**config.mk**
```make
export PLATFORM = sky130hd
export DESIGN_NAME = mfd_ctrl
export DESIGN_NICKNAME = d
export VERILOG_FILES = /design/src/hdl/mfd_pkg.sv /design/src/hdl/mfd_ctrl.sv
export SDC_FILE = /design/constraint.sdc
export NUM_CORES = 1
export LEC_CHECK = 0
export ABC_CLOCK_PERIOD_IN_PS = 1500
export BUFFER_PORTS_ARGS = -buffer_cell sky130_fd_sc_hd__buf_4
export CAP_MARGIN = 20
export CORE_AREA = 2 2 39 41
export CTS_CLUSTER_DIAMETER = 200
export DETAILED_ROUTE_END_ITERATION = 7
export DIE_AREA = 0 0 41 43
export PLACE_DENSITY = 0.56
export RECOVER_POWER = 100
export SLEW_MARGIN = 15
export SYNTH_ARGS = -nofsm -noshare
export SYNTH_HDL_FRONTEND = slang
export SYNTH_SLANG_ARGS = --single-unit
```
**constraint.sdc**
```tcl
create_clock -name aclk -period 1.5 [get_ports aclk]
set_input_delay 0.075 -clock aclk [delete_from_list [all_inputs] [get_ports aclk]]
set_output_delay 0.075 -clock aclk [all_outputs]
set_load 0.05 [all_outputs]
```
**src/hdl/mfd_pkg.sv**
```systemverilog
// Shared types, constants and helpers of the modulated feedback delay.
package mfd_pkg;

    localparam int SAMPLE_W   = 24;
    localparam int DLEN_W     = 26;
    localparam int CFG_IDX_W  = 3;
    localparam int CFG_DATA_W = 32;

    localparam logic [31:0] HASH_MUL_A = 32'd2246822507;
    localparam logic [31:0] HASH_MUL_B = 32'd3266489909;
    localparam logic [9:0]  PHASE_MUL  = 10'd997;

    localparam logic [14:0] FB_MAX    = 15'd31130;
    localparam logic [15:0] MIX_MAX   = 16'd32768;
    localparam logic [16:0] LVL_MAX   = 17'd65536;
    localparam logic [16:0] LVL_RESET = 17'd32768;
    localparam logic [14:0] DEPTH_MAX = 15'd16384;
    localparam logic [15:0] VAR_MAX   = 16'd32768;

    typedef enum logic [CFG_IDX_W-1:0] {
        REG_FEEDBACK_GAIN  = 3'd0,
        REG_WET_MIX        = 3'd1,
        REG_OUTPUT_LEVEL   = 3'd2,
        REG_MOD_DEPTH      = 3'd3,
        REG_MOD_RATE_STEP  = 3'd4,
        REG_MOD_VARIATION  = 3'd5,
        REG_INVERT_MODE    = 3'd6,
        REG_VARIATION_SEED = 3'd7
    } cfg_idx_t;

    typedef struct packed {
        logic signed [SAMPLE_W-1:0] dry_sample;
        logic [DLEN_W-1:0]          delay_length;
    } in_word_t;

    typedef struct packed {
        logic signed [SAMPLE_W-1:0] mixed_out;
        logic signed [SAMPLE_W-1:0] wet_out;
    } out_word_t;

    typedef enum logic [4:0] {
        ST_CLEAR, ST_IDLE, ST_HIDX, ST_H1, ST_H2, ST_DIFF, ST_LVL, ST_VAR,
        ST_FAC, ST_INC, ST_LFO, ST_M1, ST_M2, ST_RP, ST_RD0, ST_RD1,
        ST_I0, ST_I1, ST_FB, ST_WR, ST_KEEP, ST_FW, ST_MX0, ST_MX1,
        ST_L0, ST_OUT
    } step_t;

    typedef struct packed {
        step_t step;
        logic  load;
        logic  out_load;
    } cmd_t;

    typedef struct packed {
        logic clear_done;
    } status_t;

    function automatic logic signed [SAMPLE_W-1:0] sat_sample(input logic signed [63:0] x);
        logic signed [63:0] hi;
        logic signed [63:0] lo;
        hi = (64'sd1 <<< (SAMPLE_W - 1)) - 64'sd1;
        lo = -hi - 64'sd1;
        if (x > hi) begin
            return hi[SAMPLE_W-1:0];
        end else if (x < lo) begin
            return lo[SAMPLE_W-1:0];
        end
        return x[SAMPLE_W-1:0];
    endfunction

endpackage

```
**src/hdl/mfd_ctrl.sv**
```systemverilog
// Sequencing state machine and handshake control of the delay block.
module mfd_ctrl (
    input  logic             aclk,
    input  logic             aresetn,
    input  logic             s_valid,
    output logic             s_ready,
    output logic             m_valid,
    input  logic             m_ready,
    input  mfd_pkg::status_t status,
    output mfd_pkg::cmd_t    cmd
);

    mfd_pkg::step_t state_reg, state_next;
    logic           out_valid_reg, out_valid_next;
    logic           out_load;

    always_ff @(posedge aclk) begin
        if (!aresetn) begin
            state_reg     <= mfd_pkg::ST_CLEAR;
            out_valid_reg <= 1'b0;
        end else begin
            state_reg     <= state_next;
            out_valid_reg <= out_valid_next;
        end
    end

    always_comb begin
        out_load   = (state_reg == mfd_pkg::ST_OUT) && (!out_valid_reg || m_ready);
        state_next = state_reg;
        unique case (state_reg)
            mfd_pkg::ST_CLEAR: if (status.clear_done) state_next = mfd_pkg::ST_IDLE;
            mfd_pkg::ST_IDLE:  if (s_valid) state_next = mfd_pkg::ST_HIDX;
            mfd_pkg::ST_HIDX:  state_next = mfd_pkg::ST_H1;
            mfd_pkg::ST_H1:    state_next = mfd_pkg::ST_H2;
            mfd_pkg::ST_H2:    state_next = mfd_pkg::ST_DIFF;
            mfd_pkg::ST_DIFF:  state_next = mfd_pkg::ST_LVL;
            mfd_pkg::ST_LVL:   state_next = mfd_pkg::ST_VAR;
            mfd_pkg::ST_VAR:   state_next = mfd_pkg::ST_FAC;
            mfd_pkg::ST_FAC:   state_next = mfd_pkg::ST_INC;
            mfd_pkg::ST_INC:   state_next = mfd_pkg::ST_LFO;
            mfd_pkg::ST_LFO:   state_next = mfd_pkg::ST_M1;
            mfd_pkg::ST_M1:    state_next = mfd_pkg::ST_M2;
            mfd_pkg::ST_M2:    state_next = mfd_pkg::ST_RP;
            mfd_pkg::ST_RP:    state_next = mfd_pkg::ST_RD0;
            mfd_pkg::ST_RD0:   state_next = mfd_pkg::ST_RD1;
            mfd_pkg::ST_RD1:   state_next = mfd_pkg::ST_I0;
            mfd_pkg::ST_I0:    state_next = mfd_pkg::ST_I1;
            mfd_pkg::ST_I1:    state_next = mfd_pkg::ST_FB;
            mfd_pkg::ST_FB:    state_next = mfd_pkg::ST_WR;
            mfd_pkg::ST_WR:    state_next = mfd_pkg::ST_KEEP;
            mfd_pkg::ST_KEEP:  state_next = mfd_pkg::ST_FW;
            mfd_pkg::ST_FW:    state_next = mfd_pkg::ST_MX0;
            mfd_pkg::ST_MX0:   state_next = mfd_pkg::ST_MX1;
            mfd_pkg::ST_MX1:   state_next = mfd_pkg::ST_L0;
            mfd_pkg::ST_L0:    state_next = mfd_pkg::ST_OUT;
            mfd_pkg::ST_OUT:   if (out_load) state_next = mfd_pkg::ST_IDLE;
            default:           state_next = mfd_pkg::ST_CLEAR;
        endcase

        out_valid_next = out_valid_reg;
        if (out_load) begin
            out_valid_next = 1'b1;
        end else if (m_ready) begin
            out_valid_next = 1'b0;
        end
    end

    assign s_ready      = (state_reg == mfd_pkg::ST_IDLE);
    assign m_valid      = out_valid_reg;
    assign cmd.step     = state_reg;
    assign cmd.load     = s_valid && s_ready;
    assign cmd.out_load = out_load;

    a_accept_starts: assert property (@(posedge aclk) disable iff (!aresetn)
        (s_valid && s_ready) |=> (state_reg == mfd_pkg::ST_HIDX))
        else $error("accepted word did not start processing");

    a_no_accept_in_clear: assert property (@(posedge aclk) disable iff (!aresetn)
        (state_reg == mfd_pkg::ST_CLEAR) |-> !s_ready)
        else $error("input ready during clearing pass");

    a_stall_holds: assert property (@(posedge aclk) disable iff (!aresetn)
        (state_reg == mfd_pkg::ST_OUT && m_valid && !m_ready) |=>
        (state_reg == mfd_pkg::ST_OUT && m_valid))
        else $error("result overwritten while stalled");

    a_valid_holds: assert property (@(posedge aclk) disable iff (!aresetn)
        (m_valid && !m_ready) |=> m_valid)
        else $error("result dropped before taken");

endmodule

```
---- Word level (Yosys, flattened, before mapping) ----
Cells that the tools add are included.
word-level totals
  bits of input ports ..................... 5
  word-level logic and storage cells ...... 43
  output and inout bits ................... 9
  register bits ........................... 6
operators by class
  reductions and logical operators ........ 7
  equal/unequal tests ..................... 28
  muxes and demuxes ....................... 6
operators by type and width
  operator                                                         count
  5-bit case mux with 26 select lines                              1
  5-bit == test, second input constant                             10
  5-bit by 4-bit == test with 1-bit output, second input constant  8
  5-bit by 3-bit == test with 1-bit output, second input constant  4
  5-bit two-way mux                                                3
  5-bit by 2-bit == test with 1-bit output, second input constant  2
  2-bit inequality test, second input constant                     3
  5-bit by 1-bit == test with 1-bit output, second input constant  1
  5-bit logical NOT                                                1
  3-bit AND reduction                                              1
  1-bit logical AND                                                2
  1-bit two-way mux                                                2
  2-bit nonzero test                                               1
  1-bit logical NOT                                                1
  1-bit logical OR                                                 1

---- Logic depth before layout (Yosys ltp) ----
Gate-level depths: netlist (run 1).
  depth after elaboration ................. 5
  depth in mapped cells ................... 5

---- Worst setup path before layout (run 1) ----
No wires, ideal clock.
  path type ............................... reg-to-output
  from .................................... register state_reg[3]
  to ...................................... output cmd[1] (netlist bit)
  arrival ................................. 2.292 ns
  required time ........................... 1.425 ns
  slack ................................... -0.867 ns
  stages on the path, launching flop included .. 5
  cell sequence ........................... dfxtp_1 > buf_2 > or3_1 > nor2_1 > and2_1
RTL lines
  element                   line            source
  start: declaration        mfd_ctrl.sv:13  mfd_pkg::step_t state_reg, state_next;
  start signal: assignment  mfd_ctrl.sv:19  state_reg <= mfd_pkg::ST_CLEAR;
  start signal: assignment  mfd_ctrl.sv:22  state_reg <= state_next;
  end: declaration          mfd_ctrl.sv:10  output mfd_pkg::cmd_t cmd

==> results of run 1 <==
metal layers:
metal  routed length [µm]  vias up  GRT usage (%)  part of all wire (%)
li1                     -      207              -                     -
met1                  415      176           13.8                    45
met3                   78        0           7.85                   8.4
met2                  430       19           14.7                    47
met4                    0        0           4.00                     0
met5                    0        -              0                     0
through the flow:
step	util, %	std cells	setup WS, ps	power (mW)	setup TNS (ps)
final	42.9	81	26.5	0.573	0
after global placement	35.0	69	196	0.374	0
after floorplan	-	44	-103	0.336	-161
after global routing	42.9	81	-27.3	0.609	-27.3
after detailed placement	35.0	69	198	0.373	0
after CTS	39.2	74	3.73	0.552	0
cells in the mapped netlist (2+ instances only):
cell type	number
nand2_1	3
inv_1	2
nand2b_1	2
nor2_1	2
a21oi_1	2
nor4_1	2
or3_1	2
nor2b_1	2
dfxtp_1	6
cell type report:
cell class	count	area, µm²
Tap cell	16	20.0
Multi-Input combinational cell	32	239
Clock buffer	4	26.3
Inverter	2	7.51
Timing Repair Buffer	21	165
Sequential cell	6	136
Fill cell	141	790
kinds of logic after synthesis:
family / count (synthesis) / share of synthesized area (%)
simple gates: 18 / 29.6
compound gates: 13 / 26.3
flops: 6 / 32.3
buf+inv: 6 / 9.43
xor+xnor: 1 / 2.36
critical path, delay by kind of cell, from the launching register on:
family	cells	cell delay (ps)
flip-flops	1	360
AND/OR/NAND/NOR	3	640
buffers and inverters	1	130
cell usage in the layout, fill, tap and decap left out, types with 2 or more instances in the layout:
| cell type | netlist | final |
|---|---|---|
| inv_1 | 2 | 2 |
| a21oi_1 | 2 | 2 |
| nand2_1 | 3 | 3 |
| nand2b_1 | 2 | 2 |
| buf_4 | 1 | 18 |
| clkbuf_1 | 1 | 2 |
| clkbuf_4 | 0 | 3 |
| nor4_1 | 2 | 2 |
| dfxtp_4 | 0 | 4 |
| or3_4 | 0 | 2 |
how the worst max path moves through the flow:
stage / to / cells after the start
detailed placement: cmd[0] / 4
finish: cmd[1] / 4
floorplan: cmd[1] / 4
global placement: cmd[0] / 4
global route: cmd[1] / 4
CTS: cmd[1] / 4
power breakdown:
group	leakage, nW	internal [mW]	switching, mW	total [mW]
Clock	0.0150	0.101	0.0634	0.164
Combinational	0.199	0.101	0.114	0.215
Sequential	0.0522	0.171	0.0228	0.194
Total	0.266	0.373	0.201	0.573
repair_timing:
item,CTS,global route
endpoints found under the setup margin,2,2
buffers inserted,1,7
resized for setup,8,1
hold buffers,0,0
pin swaps,0,2
==> key figures, run 1 <==
STA
  • Slew Limit Headroom: 60.7%
  • Slew @ Worst Pin: 592 ps
  • Tcrit/Tclk final: 98.2%
  • Pins Over Slew Limit: 0
  • Final Skew: 13.1 ps
  • RSZ-0062 raised after global routing: true
  • # setup viols final: 0
  • Hold Vio Cnt, Final: 0
  • Final min period: 1470 ps
  • Peak Freq: 679 MHz
  • WHS: 59.0 ps

Route
  • Drt first pass iters: 4
  • Drt drc: 0
  • Average wire per standard cell: 11.4 µm
  • Post-route ant nets: 0
  • DR vias: 402
  • Routed WL: 924 µm
  • Via density: 4.96
  • DRT iter0 DRCs: 19

Pwr
  • Worst VDD drop: 0.000403 V
  • Leak: 0.266 nW
  • Power Dens Cells: 965 nW/µm²

Logic synthesis
  • Main area contributors after synthesis: dfxtp_1, nand2b_4, nand2b_1
  • Post-synth ARST share: 0%
  • Yosys reg bits: 6
  • Yosys warnings: 0
  • Synth area leader: dfxtp_1
  • Post-synth top area share: 32.3%
  • Synthesized area: 372 µm²
  • Synth Flop Type: dfxtp_1
  • Syn Nets: 49
  • Cell count after synthesis: 44
  • Average size of a mapped cell: 8.45 µm²
  • Netlist cell types: 30
  • EDFF count, synth: 0
  • Sequential area share after synthesis: 32.3%

Global route
  • Gr usage total: 11.1%
  • Vias in the first global route: 326
  • Grt total ovfl: 0
  • Pin count of the biggest net entering global routing: 13
  • Antenna violations before repair: 0
  • First-pass GRT wire length: 1300 µm

Die
  • Die height: 43 µm
  • Core Region: 1380 µm²
  • FP Rows: 14
  • DIE AREA: 1760 µm²
  • Die W: 41 µm
  • I/O pin total: 14
  • Initial Util: 26.9%

Critical path
  • R2r setup slk: 180 ps
  • Cell chain of the critical path: or3_4, nor2_4, and2_4, buf_8
  • Critical Path Max Stage Delay: 410 ps
  • Worst setup path start: state_reg[3]
  • Endpoint class of the critical path: primary output
  • CP required: 1420 ps
  • CP startpoint kind: flip-flop
  • CP Class: flip-flop to primary output
  • Crit Path Max Fanout: 8
  • Worst Reg-to-Reg Cells: 4
  • Startpoint of the worst register-to-register path: state_reg[3]
  • Crit path max-delay cell type: or3_4
  • Worst R2R End: state_reg[0]
  • Arrival @ worst endpoint: 1400 ps

CTS
  • CTS Root Cell: clkbuf_4
  • Worst-path clk slew: 50 ps
  • Inserted Clock Buffers: 3
  • CTS sink cnt: 6
  • CTS HTree Levels: 1
  • Worst-skew pair later-pin latency: 250 ps
  • CTS tree: built
  • Clk buf depth: 2

Final layout
  • Syn-to-layout area delta: 59.9%
  • Final instance area: 594 µm²
  • Nets: 71
  • Share of layout cells above drive strength 1: 52.3%
  • Number of flip-flops in the largest register: 5
  • # diodes: 0

Min path
  • Hold depth: 2
  • Hold Path End: state_reg[0]
  • Worst hold path class: input pin to flip-flop
  • Hold Crit Start: aresetn

Place
  • Buffers on Ports: 13
  • Post-DP Area: 484 µm²
  • Final Wtd Congestion: 0.747
  • DP Wirelength: 612 µm

Run
  • Max_cap viols: 0

Status
  • Status: finished clean
(Power assumes the default switching activity.)
==> run 2, diff against run 1 <==
--- a/config.mk
+++ b/config.mk
@@ -12,7 +12,6 @@
 export CTS_CLUSTER_DIAMETER = 200
 export DETAILED_ROUTE_END_ITERATION = 7
 export DIE_AREA = 0 0 41 43
-export PLACE_DENSITY = 0.56
 export RECOVER_POWER = 100
 export SLEW_MARGIN = 15
 export SYNTH_ARGS = -nofsm -noshare
==> run 2 against run 1 <==
  * Global-route usage grew 1.7 points
  * Clock-buffer cell count is the same
  * Hold slack gained 11 ps
  * Design area shrank 3.8%
  * Sequential share of layout area grew 0.90 points
  * Maximum frequency grew 0.10%
  * First-iteration DRC count shrank 89%
  * Final cell count shrank 3.7%
  * Flip-flop and latch count is the same
  * Core utilization shrank 1.6 points
  * Largest power group unchanged
  * Clock skew shrank 6.2 ps
  * Combinational power shrank 2%
==> key figures, run 2 (synthesis gave the netlist of run 1 again) <==
CTS
  • CTS HTree Levels: 1 (unchanged)
  • Hold_buf cts: 0 (unchanged)
  • Inserted Clock Buffers: 3 (unchanged)
  • CTS Root Cell: clkbuf_4
  • Worst-path clk slew: 50 ps (about the same)
  • Clk buf depth: 2 (unchanged)
  • CTS tree: built
  • CTS sink cnt: 6 (unchanged)
  • Worst-skew pair later-pin latency: 250 ps (about the same)

STA
  • Pins Over Slew Limit: 0 (unchanged)
  • Peak Freq: 679 MHz (+0.10%)
  • # setup viols final: 0 (unchanged)
  • Tcrit/Tclk final: 98.1% (-0.10 points)
  • Slew @ Worst Pin: 594 ps (+1.79 ps)
  • Hold Vio Cnt, Final: 0 (unchanged)
  • RSZ-0062 raised after global routing: true
  • Final min period: 1470 ps (-1.50 ps)
  • Slew Limit Headroom: 60.6% (-0.12 points)
  • Final Skew: 6.87 ps (-6.24 ps)
  • Final worst slack: 28.0 ps (+1.50 ps)
  • WHS: 70.4 ps (+11.4 ps)

Place
  • Post-DP Area: 484 µm² (unchanged)
  • DP Wirelength: 632 µm (+3.2%)
  • Final Wtd Congestion: 0.739 (-1.1%)
  • Placement Setup Slack: 190 ps (-7.28 ps)
  • Buffers on Ports: 13 (unchanged)

Global route
  • Vias in the first global route: 345 (+5.8%)
  • Antenna violations before repair: 0 (unchanged)
  • Gr usage total: 12.9% (+1.7 points)
  • First-pass GRT wire length: 1470 µm (+13%)
  • Grt total ovfl: 0 (unchanged)
  • Pin count of the biggest net entering global routing: 13 (unchanged)

Pwr
  • Clock power share: 28.6% (about the same)
  • Power Dens Cells: 986 nW/µm² (+2.3%)
  • Internal power: 0.364 mW (-2.3%)
  • Switching power: 0.200 mW (-0.42%)
  • Worst VDD drop: 0.000492 V (+22%)
  • Seq pwr share: 34.1% (+0.3 points)
  • Leak: 0.250 nW (-6.1%)
  • Switch share: 35.4% (+0.43 points)
  • Comb power frac: 37.2% (-0.3 points)
  • Total power: 0.564 mW (-1.6%)

Min path
  • Hold depth: 2 (unchanged)
  • Hold Path End: state_reg[0]
  • Hold Crit Start: aresetn
  • Worst hold path class: input pin to flip-flop

Critical path
  • CP Class: flip-flop to primary output
  • Startpoint of the worst register-to-register path: state_reg[1]
  • Worst Reg-to-Reg Cells: 4 (unchanged)
  • Endpoint class of the critical path: primary output
  • CP startpoint kind: flip-flop
  • Worst R2R End: state_reg[3]
  • Crit path max-delay cell type: or3_4
  • CP delay by family, top: simple AND/OR/NAND/NOR gates
  • Levels on crit path: 4 (unchanged)
  • CP required: 1420 ps (about the same)
  • Arrival @ worst endpoint: 1400 ps (about the same)
  • Critical Path Max Stage Delay: 410 ps (about the same)
  • Buf+Inv Stages, Crit Path: 1 (unchanged)
  • Cell chain of the critical path: or3_4, nor2_4, and2_4, buf_8
  • Crit Path Max Fanout: 7 (-1)
  • R2r setup slk: 200 ps (+20 ps)

Final layout
  • # diodes: 0 (unchanged)
  • Commonest cells after routing, fill and taps aside: buf_4, dfxtp_4, clkbuf_4
  • Syn-to-layout area delta: 53.9%
  • Nets: 68 (-4.2%)
  • Fillers: 145 (+2.8%)
  • Share of layout cells above drive strength 1: 51.6% (-0.69 points)
  • Number of flip-flops in the largest register: 5 (unchanged)
  • Most common cell after layout, fill and taps aside: buf_4
  • Final instance area: 572 µm² (-3.8%)

Status
  • Status: finished clean

Route
  • DR vias: 413 (+2.7%)
  • Post-route ant nets: 0 (unchanged)
  • Average wire per standard cell: 13.0 µm (+14%)
  • Drt first pass iters: 4 (unchanged)
  • Via density: 5.29 (+6.7%)
  • DRT iter0 DRCs: 2 (-17)
  • Routed WL: 1010 µm (+9.5%)
  • Drt drc: 0 (unchanged)

Die
  • Die height: 43 µm (unchanged)
  • I/O pin total: 14 (unchanged)
  • FP Rows: 14 (unchanged)
  • Initial Util: 26.9% (unchanged)
  • DIE AREA: 1760 µm² (unchanged)
  • Die W: 41 µm (unchanged)
  • Core Region: 1380 µm² (unchanged)

Run
  • Max_cap viols: 0 (unchanged)
## run 2: timing repair
item                                    4_1_cts  5_1_grt
cloned                                        0        0
gates resized for setup                       6        4
pin swaps                                     0        2
buffers inserted                              2        3
endpoints found under the setup margin        2        2
## run 2: per-layer routing
layer | part of all wire, % | vias up | global-route usage (%)
met1 | 43 | 182 | 16.1
li1 | - | 201 | -
met4 | 3.2 | 0 | 8.00
met2 | 45 | 24 | 16.9
met3 | 8.8 | 6 | 6.28
met5 | 0 | - | 0
## run 2: final cells by class
class,instances,area (µm²),share of cell area (%)
multi-input cells,32,241,42.2
repair buffers,18,140,24.5
flip-flops and latches,6,136,23.9
clock buffers,4,26.3,4.60
well taps,16,20.0,3.50
inverters,2,7.51,1.31
## run 2: worst max-delay path by stage
stage               slack (ps)          from      to
floorplan                 -100  state_reg[3]  cmd[1]
global placement           200  state_reg[1]  cmd[0]
detailed placement         190  state_reg[2]  cmd[1]
CTS                         -6  state_reg[3]  cmd[1]
global route               -30  state_reg[3]  cmd[1]
finish                      30  state_reg[3]  cmd[1]
## run 2: metrics by stage
step / instances / util (%) / setup TNS, ps
5_1_grt: 78 / 41.3 / -26.8
4_1_cts: 75 / 39.2 / -6.05
3_3_place_gp: 69 / 35.0 / 0
3_5_place_dp: 69 / 35.0 / 0
6_report: 78 / 41.3 / 0
2_1_floorplan: 44 / - / -161
## run 2: power by group through the flow
| stage | Clock (mW) | Sequential (mW) | Combinational [mW] |
|---|---|---|---|
| 2_1_floorplan | 0 | 0.225 | 0.111 |
| 3_3_place_gp | 0 | 0.204 | 0.169 |
| 3_5_place_dp | 0 | 0.205 | 0.171 |
| 4_1_cts | 0.169 | 0.196 | 0.192 |
| 5_1_grt | 0.180 | 0.194 | 0.225 |
| 6_report | 0.161 | 0.193 | 0.210 |
## run 2: worst register-to-register path: stages, from the launching register on
cell and delay [ps]:
dfxtp_4 340, nand2b_4 130, buf_4 150, or4_1 470, a31oi_1 140
